[src/hdl/css_pkg.sv]
// -----------------------------------------------------------------------------
// css_pkg: shared types and constants for the color sphere segmenter
// Action codes, controller states and the command/status structs.
// -----------------------------------------------------------------------------
package css_pkg;

   localparam int MAX_SAMPLES_DEFAULT   = 4096;
   localparam int FRACTION_BITS_DEFAULT = 8;
   localparam int CHANNELS              = 3;

   typedef enum logic [1:0] {
      ACT_SAMPLE   = 2'd0,
      ACT_CLASSIFY = 2'd1,
      ACT_CLEAR    = 2'd2,
      ACT_NONE     = 2'd3
   } action_type;

   typedef enum logic [2:0] {
      ST_IDLE,
      ST_DIV,
      ST_RAD,
      ST_DIST,
      ST_CMP,
      ST_OUT,
      ST_RACC,
      ST_DONE
   } state_type;

   // controller to datapath
   typedef struct packed {
      logic capture;     // latch pixel word
      logic add_sample;
      logic clear_stats;
      logic div_start;   // start division of current channel
      logic div_step;    // one quotient bit
      logic div_store;   // store quotient as center
      logic sq_max;      // square the center against the channel maximum
      logic rad_acc;     // accumulate radius term of current channel
      logic rad_clr;
      logic dist_acc;    // accumulate distance term of current channel
      logic dist_clr;
      logic fit_done;
      logic [1:0] chan;
      logic load_out;    // load result register
   } cmd_type;

   // datapath to controller
   typedef struct packed {
      logic count_zero;
      logic count_full;
      logic stats_changed;
      logic div_last;
   } status_type;

endpackage

[src/hdl/color_sphere_segmenter.sv]
// -----------------------------------------------------------------------------
// color_sphere_segmenter: learns a color sphere and masks pixels against it
// Sample, clear and classify words in; one mask word out per classify.
// -----------------------------------------------------------------------------
// Classify computes the distance and compares it with the radius; an untrained classify
// skips the arithmetic and answers with a zero mask. A classify after changed statistics
// first refits the sphere, running each channel through the bit-serial divider.
// One word in flight; a waiting mask word stalls only the next classify result.
// Synchronous active-high reset clears all statistics and the fitted sphere.
module color_sphere_segmenter #(
   parameter int MAX_SAMPLES   = css_pkg::MAX_SAMPLES_DEFAULT,
   parameter int FRACTION_BITS = css_pkg::FRACTION_BITS_DEFAULT
) (
   input  logic        clock,
   input  logic        reset,
   input  logic        req_tvalid,
   output logic        req_tready,
   input  logic [31:0] req_tdata,   // action[1:0], channel_0, channel_1, channel_2
   output logic        rsp_tvalid,
   input  logic        rsp_tready,
   output logic [7:0]  rsp_tdata,   // mask_value[7:0]
   output logic        rsp_tuser    // untrained
);
   css_pkg::cmd_type    cmd;
   css_pkg::status_type status;
   logic in_sphere, untrained_in;
   logic       valid_ff;
   logic [7:0] mask_ff;
   logic       untr_ff;

   css_control u_ctrl (
      .clock(clock), .reset(reset),
      .in_valid(req_tvalid), .in_action(req_tdata[1:0]), .in_ready(req_tready),
      .out_busy(valid_ff && !rsp_tready),
      .status(status), .cmd(cmd), .untrained_in(untrained_in)
   );

   css_datapath #(.MAX_SAMPLES(MAX_SAMPLES), .FRACTION_BITS(FRACTION_BITS)) u_dp (
      .clock(clock), .reset(reset), .cmd(cmd),
      .ch0(req_tdata[9:2]), .ch1(req_tdata[17:10]), .ch2(req_tdata[25:18]),
      .status(status), .in_sphere(in_sphere)
   );

   // hold result word until taken
   always_ff @(posedge clock) begin
      if (reset) begin
         valid_ff <= 1'b0;
      end else if (cmd.load_out) begin
         valid_ff <= 1'b1;
      end else if (rsp_tready) begin
         valid_ff <= 1'b0;
      end
      if (cmd.load_out) begin
         untr_ff <= untrained_in;
         mask_ff <= (!untrained_in && in_sphere) ? 8'd255 : 8'd0;
      end
   end

   assign rsp_tvalid = valid_ff;
   assign rsp_tdata  = mask_ff;
   assign rsp_tuser  = untr_ff;
endmodule

[src/hdl/css_datapath.sv]
// -----------------------------------------------------------------------------
// css_datapath: statistics, shared serial divider and distance arithmetic
// One channel per step: restoring division one bit a cycle, one square a cycle.
// -----------------------------------------------------------------------------
module css_datapath #(
   parameter int MAX_SAMPLES   = css_pkg::MAX_SAMPLES_DEFAULT,
   parameter int FRACTION_BITS = css_pkg::FRACTION_BITS_DEFAULT
) (
   input  logic                 clock,
   input  logic                 reset,
   input  css_pkg::cmd_type     cmd,
   input  logic [7:0]           ch0,
   input  logic [7:0]           ch1,
   input  logic [7:0]           ch2,
   output css_pkg::status_type  status,
   output logic                 in_sphere
);
   localparam int CW = $clog2(MAX_SAMPLES + 1);
   localparam int SW = 8 + CW;                   // sum width
   localparam int NW = SW + FRACTION_BITS;       // numerator / quotient width
   localparam int VW = 8 + FRACTION_BITS;        // scaled value width
   localparam int DW = 2 * VW + 2;               // accumulated square width
   localparam int QCW = $clog2(NW + 1);

   logic [SW-1:0] sum_ff [3];
   logic [7:0]    max_ff [3];
   logic [CW-1:0] count_ff;
   logic          changed_ff;
   logic [VW-1:0] center_ff [3];
   logic [DW-1:0] radius_ff, dist_ff, radius_in;
   logic [7:0]    px_ff [3];

   // divider
   logic [NW-1:0]  quot_ff;
   logic [CW:0]    rem_ff;
   logic [QCW-1:0] bit_ff;
   logic [CW:0]    trial;
   logic [NW-1:0]  num;

   logic [VW-1:0] a_val, b_val, diff;
   logic [2*VW-1:0] sq_ff;

   assign num   = {sum_ff[cmd.chan], {FRACTION_BITS{1'b0}}};
   assign trial = {rem_ff[CW-1:0], quot_ff[NW-1]};

   // pick operands for the squared difference
   always_comb begin
      a_val = center_ff[cmd.chan];
      if (cmd.sq_max) b_val = {max_ff[cmd.chan], {FRACTION_BITS{1'b0}}};
      else            b_val = {px_ff[cmd.chan], {FRACTION_BITS{1'b0}}};
      diff = (a_val >= b_val) ? a_val - b_val : b_val - a_val;
   end

   assign radius_in = radius_ff + DW'(sq_ff);

   // statistics
   always_ff @(posedge clock) begin
      if (reset) begin
         count_ff   <= '0;
         changed_ff <= 1'b0;
         for (int c = 0; c < 3; c++) begin
            sum_ff[c]    <= '0;
            max_ff[c]    <= '0;
            center_ff[c] <= '0;
         end
         radius_ff <= '0;
      end else begin
         if (cmd.clear_stats) begin
            count_ff   <= '0;
            changed_ff <= 1'b1;
            for (int c = 0; c < 3; c++) begin
               sum_ff[c] <= '0;
               max_ff[c] <= '0;
            end
         end else if (cmd.add_sample) begin
            count_ff   <= count_ff + 1'b1;
            changed_ff <= 1'b1;
            for (int c = 0; c < 3; c++) begin
               sum_ff[c] <= sum_ff[c] + SW'(px_ff[c]);
               if (px_ff[c] > max_ff[c]) max_ff[c] <= px_ff[c];
            end
         end
         if (cmd.div_store) center_ff[cmd.chan] <= quot_ff[VW-1:0];
         if (cmd.rad_clr) radius_ff <= '0;
         else if (cmd.rad_acc) radius_ff <= radius_in;
         if (cmd.fit_done) changed_ff <= 1'b0;
      end
   end

   // pixel capture, divider, squares
   always_ff @(posedge clock) begin
      if (cmd.capture) begin
         px_ff[0] <= ch0;
         px_ff[1] <= ch1;
         px_ff[2] <= ch2;
      end
      if (cmd.div_start) begin
         quot_ff <= num;
         rem_ff  <= '0;
         bit_ff  <= '0;
      end else if (cmd.div_step) begin
         bit_ff <= bit_ff + 1'b1;
         if (trial >= {1'b0, count_ff}) begin
            rem_ff  <= trial - {1'b0, count_ff};
            quot_ff <= {quot_ff[NW-2:0], 1'b1};
         end else begin
            rem_ff  <= trial;
            quot_ff <= {quot_ff[NW-2:0], 1'b0};
         end
      end
      sq_ff <= diff * diff;
      if (cmd.dist_clr) dist_ff <= '0;
      else if (cmd.dist_acc) dist_ff <= dist_ff + DW'(sq_ff);
   end

   assign in_sphere = (dist_ff <= radius_ff);

   assign status.count_zero    = (count_ff == '0);
   assign status.count_full    = (count_ff == CW'(MAX_SAMPLES));
   assign status.stats_changed = changed_ff;
   assign status.div_last      = (bit_ff == QCW'(NW - 1));

endmodule

[src/hdl/css_control.sv]
// -----------------------------------------------------------------------------
// css_control: sequencer for sample, clear and classify words
// Runs the fit (divide, radius) when needed, then the distance and compare.
// -----------------------------------------------------------------------------
module css_control (
   input  logic                clock,
   input  logic                reset,
   input  logic                in_valid,
   input  logic [1:0]          in_action,
   output logic                in_ready,
   input  logic                out_busy,
   input  css_pkg::status_type status,
   output css_pkg::cmd_type    cmd,
   output logic                untrained_in
);
   css_pkg::state_type state_ff, state_in;
   logic [1:0] chan_ff, chan_in;
   logic       sq_wait_ff, sq_wait_in;

   always_ff @(posedge clock) begin
      if (reset) begin
         state_ff   <= css_pkg::ST_IDLE;
         chan_ff    <= '0;
         sq_wait_ff <= 1'b0;
      end else begin
         state_ff   <= state_in;
         chan_ff    <= chan_in;
         sq_wait_ff <= sq_wait_in;
      end
   end

   always_comb begin
      state_in     = state_ff;
      chan_in      = chan_ff;
      sq_wait_in   = 1'b0;
      cmd          = '0;
      cmd.chan     = chan_ff;
      in_ready     = 1'b0;
      untrained_in = 1'b0;
      case (state_ff)
         css_pkg::ST_IDLE: begin
            in_ready    = 1'b1;
            cmd.capture = in_ready && in_valid;
            if (in_ready && in_valid) begin
               case (css_pkg::action_type'(in_action))
                  css_pkg::ACT_SAMPLE:   state_in = css_pkg::ST_OUT;
                  css_pkg::ACT_CLEAR:    cmd.clear_stats = 1'b1;
                  css_pkg::ACT_CLASSIFY: begin
                     state_in = css_pkg::ST_DIST;
                     chan_in  = '0;
                  end
                  default: ;
               endcase
            end
         end
         css_pkg::ST_OUT: begin
            // apply the captured sample unless the sample count is full
            cmd.add_sample = !status.count_full;
            state_in = css_pkg::ST_IDLE;
         end
         css_pkg::ST_DIST: begin
            // entry point of classify; an untrained word waits for a free output
            if (status.count_zero) begin
               if (!out_busy) begin
                  untrained_in = 1'b1;
                  cmd.load_out = 1'b1;
                  state_in     = css_pkg::ST_IDLE;
               end
            end else if (status.stats_changed) begin
               cmd.div_start = 1'b1;
               cmd.rad_clr   = 1'b1;
               state_in      = css_pkg::ST_DIV;
            end else begin
               cmd.dist_clr = 1'b1;
               state_in     = css_pkg::ST_CMP;
            end
         end
         css_pkg::ST_DIV: begin
            cmd.div_step = 1'b1;
            if (status.div_last) state_in = css_pkg::ST_RAD;
         end
         css_pkg::ST_RAD: begin
            // store center, then square it against the channel maximum
            if (!sq_wait_ff) begin
               cmd.div_store = 1'b1;
               sq_wait_in    = 1'b1;
            end else begin
               cmd.sq_max = 1'b1;
               state_in   = css_pkg::ST_RACC;
            end
         end
         css_pkg::ST_RACC: begin
            // accumulate the radius term, then next channel or compare
            cmd.rad_acc = 1'b1;
            if (chan_ff == 2'd2) begin
               chan_in      = '0;
               cmd.fit_done = 1'b1;
               cmd.dist_clr = 1'b1;
               state_in     = css_pkg::ST_CMP;
            end else begin
               chan_in       = chan_ff + 1'b1;
               cmd.div_start = 1'b1;
               cmd.chan      = chan_ff + 1'b1;
               state_in      = css_pkg::ST_DIV;
            end
         end
         css_pkg::ST_CMP: begin
            // square of channel chan is ready the cycle after it is selected
            if (!sq_wait_ff) begin
               sq_wait_in = 1'b1;
            end else begin
               cmd.dist_acc = 1'b1;
               if (chan_ff == 2'd2) begin
                  chan_in  = '0;
                  state_in = css_pkg::ST_DONE;
               end else begin
                  chan_in = chan_ff + 1'b1;
               end
            end
         end
         css_pkg::ST_DONE: begin
            // distance is complete; hold until the output register is free
            if (!out_busy) begin
               cmd.load_out = 1'b1;
               state_in     = css_pkg::ST_IDLE;
            end
         end
         default: state_in = css_pkg::ST_IDLE;
      endcase
   end
endmodule
[config.mk]
export PLATFORM = sky130hd
export DESIGN_NAME = color_sphere_segmenter
export DESIGN_NICKNAME = d
export VERILOG_FILES = /design/src/hdl/css_pkg.sv /design/src/hdl/color_sphere_segmenter.sv /design/src/hdl/css_datapath.sv /design/src/hdl/css_control.sv
export SDC_FILE = /design/constraint.sdc
export NUM_CORES = 1
export LEC_CHECK = 0
export ABC_CLOCK_PERIOD_IN_PS = 19100
export BUFFER_PORTS_ARGS = -buffer_cell sky130_fd_sc_hd__buf_2
export CELL_PAD_IN_SITES_DETAIL_PLACEMENT = 1
export CELL_PAD_IN_SITES_GLOBAL_PLACEMENT = 2
export CORE_AREA = 3 3 257 259
export DETAILED_ROUTE_END_ITERATION = 8
export DIE_AREA = 0 0 260 262
export GPL_ROUTABILITY_DRIVEN = 1
export PLACE_DENSITY = 0.95
export RECOVER_POWER = 100
export SYNTH_ARGS = -nofsm -noshare
export SYNTH_HDL_FRONTEND = slang
export SYNTH_SLANG_ARGS = --single-unit
[constraint.sdc]
create_clock -name clock -period 19.1 [get_ports clock]
set_clock_uncertainty 0.05 [all_clocks]
set_input_delay 3.82 -clock clock [delete_from_list [all_inputs] [get_ports clock]]
set_output_delay 3.82 -clock clock [all_outputs]
set_load 0.05 [all_outputs]
* Yosys cells after proc, flatten, opt, wreduce, memory -nomap -nowiden *
Memory sizes are Yosys's and may differ from the RTL's.
Cells that the tools add are included.

cells by class
  add/sub/neg operators = 11
  multipliers = 1
  order comparisons = 6
  eq/ne operators = 19
  mux-type cells = 98
  bitwise gates (word level) = 13
  reduce and logical (&&, ||, !) cells = 20

operators with widths
  cell                   number
  $mux 21                6
  $add 34x32->34         2
  $add 21x8->21          3
  $mux 29                2
  $mux 8                 7
  $mux 1                 55
  $mux 16                3
  $le 34x34->1           1
  $mul 16x16->32         1
  $sub 16x16->16         2
  $mux 3                 10
  $gt 8x8->1             3
  $pmux 3 s8             1
  $ge 16x16->1           1
  $mux 2                 8
  $reduce_or 16->1       1
  $ge 14x13->1           1
  $add 13x1->13 const B  1
  $eq 13x13->1 const B   1
  $logic_not 13->1       1
  $mux 13                1
  $sub 13x13->13         1
  $eq 3x3->1 const B     4
  $or 1x1->1             12
  23 further kinds       40

storage, ports and cells
  flip-flop bits (word level) = 177
  bits in writable memories = 159
  bits of input ports = 36
  output and inout bits = 11
  word-level logic and storage cells = 187
  memories kept = 4

memory list
  memory          words  bits a word  read ports  clocked after Yosys merged registers in  wr ports  line                text
  u_dp.sum_ff     3      21           4           0                                        3         css_datapath.sv:25  logic [SW-1:0] sum_ff [3];
  u_dp.center_ff  3      16           1           0                                        3         css_datapath.sv:29  logic [VW-1:0] center_ff [3];
  u_dp.max_ff     3      8            4           0                                        3         css_datapath.sv:26  logic [7:0] max_ff [3];
  u_dp.px_ff      3      8            4           0                                        3         css_datapath.sv:31  logic [7:0] px_ff [3];

* Logic depth before layout (Yosys ltp) *
  depth after elaboration = 9
  depth in mapped cells = 48
  depth with buffers taken out = 42

* Modules after synthesis *
From an unflattened synthesis, not the netlist that was laid out.

unflattened totals
  cells, all modules = 2,989
  area, all modules = 28,449.8 um^2

modules (own cells, without submodules)
  module                  times used  cells an instance  area each (um^2)  sequential area each (um^2)
  css_datapath            1           2,890              27,629.0          8,668.3
  css_control             1           86                 658.1             120.1
  color_sphere_segmenter  1           13                 162.7             80.1

* Worst setup path after synthesis *
No wires, ideal clock.

  path type = register to register
  start point = reg u_ctrl.chan_ff[1]
  end point = reg u_dp.sq_ff[31]
  setup time = 0.129 ns
  arrival time = 10.577 ns
  path slack = 8.343 ns
  stages on the path, launching flop included = 45
  path buffers = 9
  clock period less this slack = 10.757 ns
  cells stage by stage = dfxtp_1 buf_2 buf_2 inv_1 ha_1 clkbuf_1 buf_2 mux2_2 clkbuf_1 buf_1 clkbuf_1 nand2_1 nand3_1 o21ai_0 ha_1 fa_1 o21ai_0 a21o_1 [... 9 more ...] inv_1 fa_1 fa_1 fa_1 inv_1 fa_1 inv_1 ha_1 a21o_1 a21oi_1 inv_1 a31o_2 a311oi_1 o41ai_1 a211oi_1 nand2b_1 a31oi_1 xnor3_1

between the ends
  word-level cells in the longest chain between the ends = 8
  elaborated cells between the ends (all ways) = 13
  those cells by class = add/sub (3); mul (1); order compare (1); eq/ne (1); mux (4); memory (3)

ends and longest elaborated chain
  element                                                line                                   text
  start: declaration                                     css_control.sv:17                      logic [1:0] chan_ff, chan_in;
  start signal: assignment                               css_control.sv:27                      chan_ff <= chan_in;
  $add 2x1->2 / $eq 2x2->1 (equally long branches)       css_control.sv:103, css_control.sv:95
  $mux 2                                                 css_control.sv:95                      if (chan_ff == 2'd2) begin
  $mux 3 (*)                                             css_control.sv:40                      case (state_ff)
  $mem_v2 3x8 (on tied branches)                         --
  $mux 16                                                css_datapath.sv:49                     if (cmd.sq_max) b_val = {max_ff[cmd.chan], {FRACTION_BITS{1'b0}}};
  $sub 16x16->16 / $ge 16x16->1 (equally long branches)  css_datapath.sv:51                     diff = (a_val >= b_val) ? a_val - b_val : b_val - a_val;
  $mux 16 (*)                                            css_datapath.sv:51
  $mul 16x16->32 (*)                                     css_datapath.sv:111                    sq_ff <= diff * diff;
  end signal: assignment                                 css_datapath.sv:111
  end: declaration                                       css_datapath.sv:41                     logic [2*VW-1:0] sq_ff;

Every way passes the cells marked *; elsewhere a longest branch is shown, timed or not.
A chain may end at the register's enable or synchronous reset.

* Worst setup path after layout *
  start point = reg u_ctrl.state_ff[2]
  end point = reg u_dp.sq_ff[30]

between the ends
  word-level cells in the longest chain between the ends = 7
  elaborated cells between the ends (all ways) = 13
  those cells by class = add/sub (2); mul (1); order compare (1); eq/ne (2); mux (4); memory (3)

ends and longest elaborated chain
  element                                                line                 text
  start: declaration                                     css_control.sv:16    css_pkg::state_type state_ff, state_in;
  start signal: assignment                               css_control.sv:22    state_ff <= css_pkg::ST_IDLE;
  start signal: assignment                               css_control.sv:26    state_ff <= state_in;
  $eq 3x3->1                                             css_control.sv:40
  $mux 3                                                 css_control.sv:40
  $mem_v2 3x8 (on tied branches)                         --
  $mux 16                                                css_datapath.sv:49
  $sub 16x16->16 / $ge 16x16->1 (equally long branches)  css_datapath.sv:51
  $mux 16 (*)                                            css_datapath.sv:51
  $mul 16x16->32 (*)                                     css_datapath.sv:111

Marks and branches as above.

==> impl_metrics.ini <==
[run_status]
status = complete, but fails checks
violations = max-capacitance violations, max-slew violations

[critical_path]
critPathMaxFanout = 47
cp_common_cell = fa_1
slowest_delay_ps = 1670
r2r_setup_slack_ps = 3740
cp_slowest_cell = clkbuf_1
end_kind = flop
path_class = flop to flop
required_ps = 19530
worstSetupStartpointType = flop
critPathArrivalTime_ps = 15790

[synthesis]
synthArstFlopShare = 0
synth_top_family_by_area = adder cells
synth-main-ff-cell = edfxtp_1
synth_nets = 3604
synth-seq-cells = 344
synth_area_sq_um = 28700
synth_edf_count = 198
ys_seq_area_frac = 0.309
synth_compound_area_frac = 0.138
synth_xor_area_frac = 0.0512
synthDistinctLibCells = 92
synthSimpleGateAreaFrac = 0.156
yosysWarnings = 0
syn_area_per_cell_sq_um = 9.19
netlist_instances = 3118
synthMuxAreaShare = 0.0365
synth_fa_ha_area_frac = 0.241

[die]
io_pins = 47
start_util = 0.447
die_w_um = 260
fp.coreArea_sq_um = 64100
fp.dieH_um = 262
dieArea_sq_um = 68100
rows = 93

[timing]
fmax_mhz = 65.1
finalHoldViolations = 0
finalCritPeriodShare = 0.804
min_period_ps = 15360
setup_viol = 0
slew_violations = 381
worst_slew_pin_slew_ps = 3580
finalSetupTns_ps = 0
rsz0062_at_grt = no
maxSlewHeadroom = -1.39
worst_slack_ps = 3740

[cells_and_area]
drive_above_1_share = 0.0502
fin_util = 0.483
fin_nets = 3601
fin_area_sq_um = 31000
diodes = 0
area_delta_synth_final_pct = 8.08

[drt]
drt-initial-drc-count = 1104
vias_per_cell = 5.58
wl_mm = 77.6
dr.pass1.iters = 5
via_count = 22300
ant_nets = 0
wire_per_inst_um = 19.4
drc = 0

[place]
gp_congestion = 0.862
dpl_cell_area_sq_um = 29700
pre_cts_slack_ps = 6490
dp_hpwl_mm = 58.6
io_buffers = 40

[global_route]
grt_pass1_wl_mm = 127
grt-ovfl-total = 0
grt_max_degree = 64
track_usage = 0.230
busiest_layer = met2
grt_pass1_vias = 24800
use_met3 = 0.0254
globalRouteMet2Util = 0.442
gr-usage-met1 = 0.266
antenna_found_initial = 0

[cts]
ctsResizeCount = 0
clk_latency_ps = 580
cts_max_level = 2
cts.sinks = 344
cts_buffers = 41
hold_buffers = 0
clk_path_buf_depth = 3
cts_tree = built
ctsRootBufferMaster = clkbuf_16
cts_setup_buffers = 0
clk_pin_slew_ps = 60

[worst_hold_path]
holdCritPathClass = flop to flop

[run]
drv_cap = 11
[routing by layer]
metal / share of wire / wire length, um
met1: 0.41 / 31600
met2: 0.54 / 41800
met3: 0.026 / 1990
met4: 0.029 / 2210
met5: 0 / 0
[final cells by class]
class,instances,area [sq um]
Clock inverter,27,293
Tap cell,855,1070
Fill cell,7365,33100
Timing Repair Buffer,69,359
Inverter,393,1480
Multi-Input combinational cell,2266,17800
Sequential cell,344,8870
Clock buffer,47,1080
[cells in the mapped netlist (all sizes together) (16+ instances only)]
master / number / area share
buf: 39 / 0.0072
ha: 282 / 0.12
clkbuf: 76 / 0.010
nand3: 58 / 0.010
fa: 168 / 0.12
nor2: 246 / 0.033
and3: 22 / 0.0048
nand4: 37 / 0.0081
xnor2: 105 / 0.032
xor2: 56 / 0.018
nor4: 16 / 0.0035
a211oi: 25 / 0.0065
a31oi: 28 / 0.0061
edfxtp: 198 / 0.21
o21a: 20 / 0.0052
nand2b: 26 / 0.0057
and2: 90 / 0.020
nor2b: 31 / 0.0068
o21bai: 21 / 0.0056
nand2: 314 / 0.041
mux2i: 84 / 0.030
nor3: 59 / 0.010
o21ai: 125 / 0.022
dfxtp: 146 / 0.10
inv: 391 / 0.051
a21o: 90 / 0.024
a22o: 21 / 0.0064
a21oi: 171 / 0.030
[placed cells by master (no fill, tap or decap), drive strengths merged, types with 9 or more instances in the layout]
cell	instances
buf	44
a21boi	15
inv	392
fa	168
and2	90
clkinv	19
a21o	90
a31o	10
or3	10
a31oi	28
nand3	58
o21bai	21
dfxtp	146
a21oi	171
nand2	314
or2	10
o311ai	9
o211ai	12
and3	22
xor2	56
a211oi	25
o21a	20
mux2i	84
nand4	37
edfxtp	198
nor3	59
o31ai	10
clkbuf	72
nor4	16
nor2	246
nand2b	26
ha	282
mux2	10
o21ai	125
nor2b	31
xnor2	105
a22o	21
[final timing paths]
check             depth (start not counted)                             from                      endpoint
hold reg to reg                           1     u_dp.rem_ff[12]$_SDFFE_PP0P_  u_dp.rem_ff[12]$_SDFFE_PP0P_
hold / removal                            1     u_dp.rem_ff[12]$_SDFFE_PP0P_  u_dp.rem_ff[12]$_SDFFE_PP0P_
setup / recovery                         37  u_ctrl.state_ff[2]$_SDFFE_PP0P_        u_dp.sq_ff[30]$_DFF_P_
setup reg to reg                         37  u_ctrl.state_ff[2]$_SDFFE_PP0P_        u_dp.sq_ff[30]$_DFF_P_
[through the flow]
step | hold slack [ps] | instances
2_1_floorplan | 370 | 3118
3_3_place_gp | 381 | 3927
3_5_place_dp | 397 | 3927
4_1_cts | 410 | 4001
5_1_grt | 427 | 4001
6_report | 412 | 4001
[cell families after synthesis]
family | Yosys count
buffers and inverters | 508
muxes | 97
AOI/OAI and AO/OA | 608
adders and majority gates | 451
xor gates and xnor gates | 162
and+or+nand+nor | 948
DFF | 344
[state kept, by name (all words and copies together) (netlist names), 2 cells and up]
register,count
u_dp.count_ff,13
u_dp.dist_ff,34
u_ctrl.state_ff,3
u_ctrl.chan_ff,2
u_dp.quot_ff,29
u_dp.sum_ff,63
u_dp.max_ff,24
u_dp.rem_ff,13
u_dp.center_ff,64
u_dp.px_ff,24
u_dp.radius_ff,34
u_dp.sq_ff,31
u_dp.bit_ff,5
[critical path: cells and delay by family (launching register included)]
| family | cells | cell delay (ps) |
|---|---|---|
| AOI/OAI and AO/OA | 11 | 2720 |
| xor gates and xnor gates | 2 | 1230 |
| adders and majority gates | 9 | 3980 |
| buffers and inverters | 6 | 2440 |
| DFF | 1 | 760 |
| muxes | 3 | 1420 |
| and+or+nand+nor | 6 | 2590 |
Power is not shown: default switching activity piles up to over one toggle a cycle in this logic, so the estimate is an artifact.
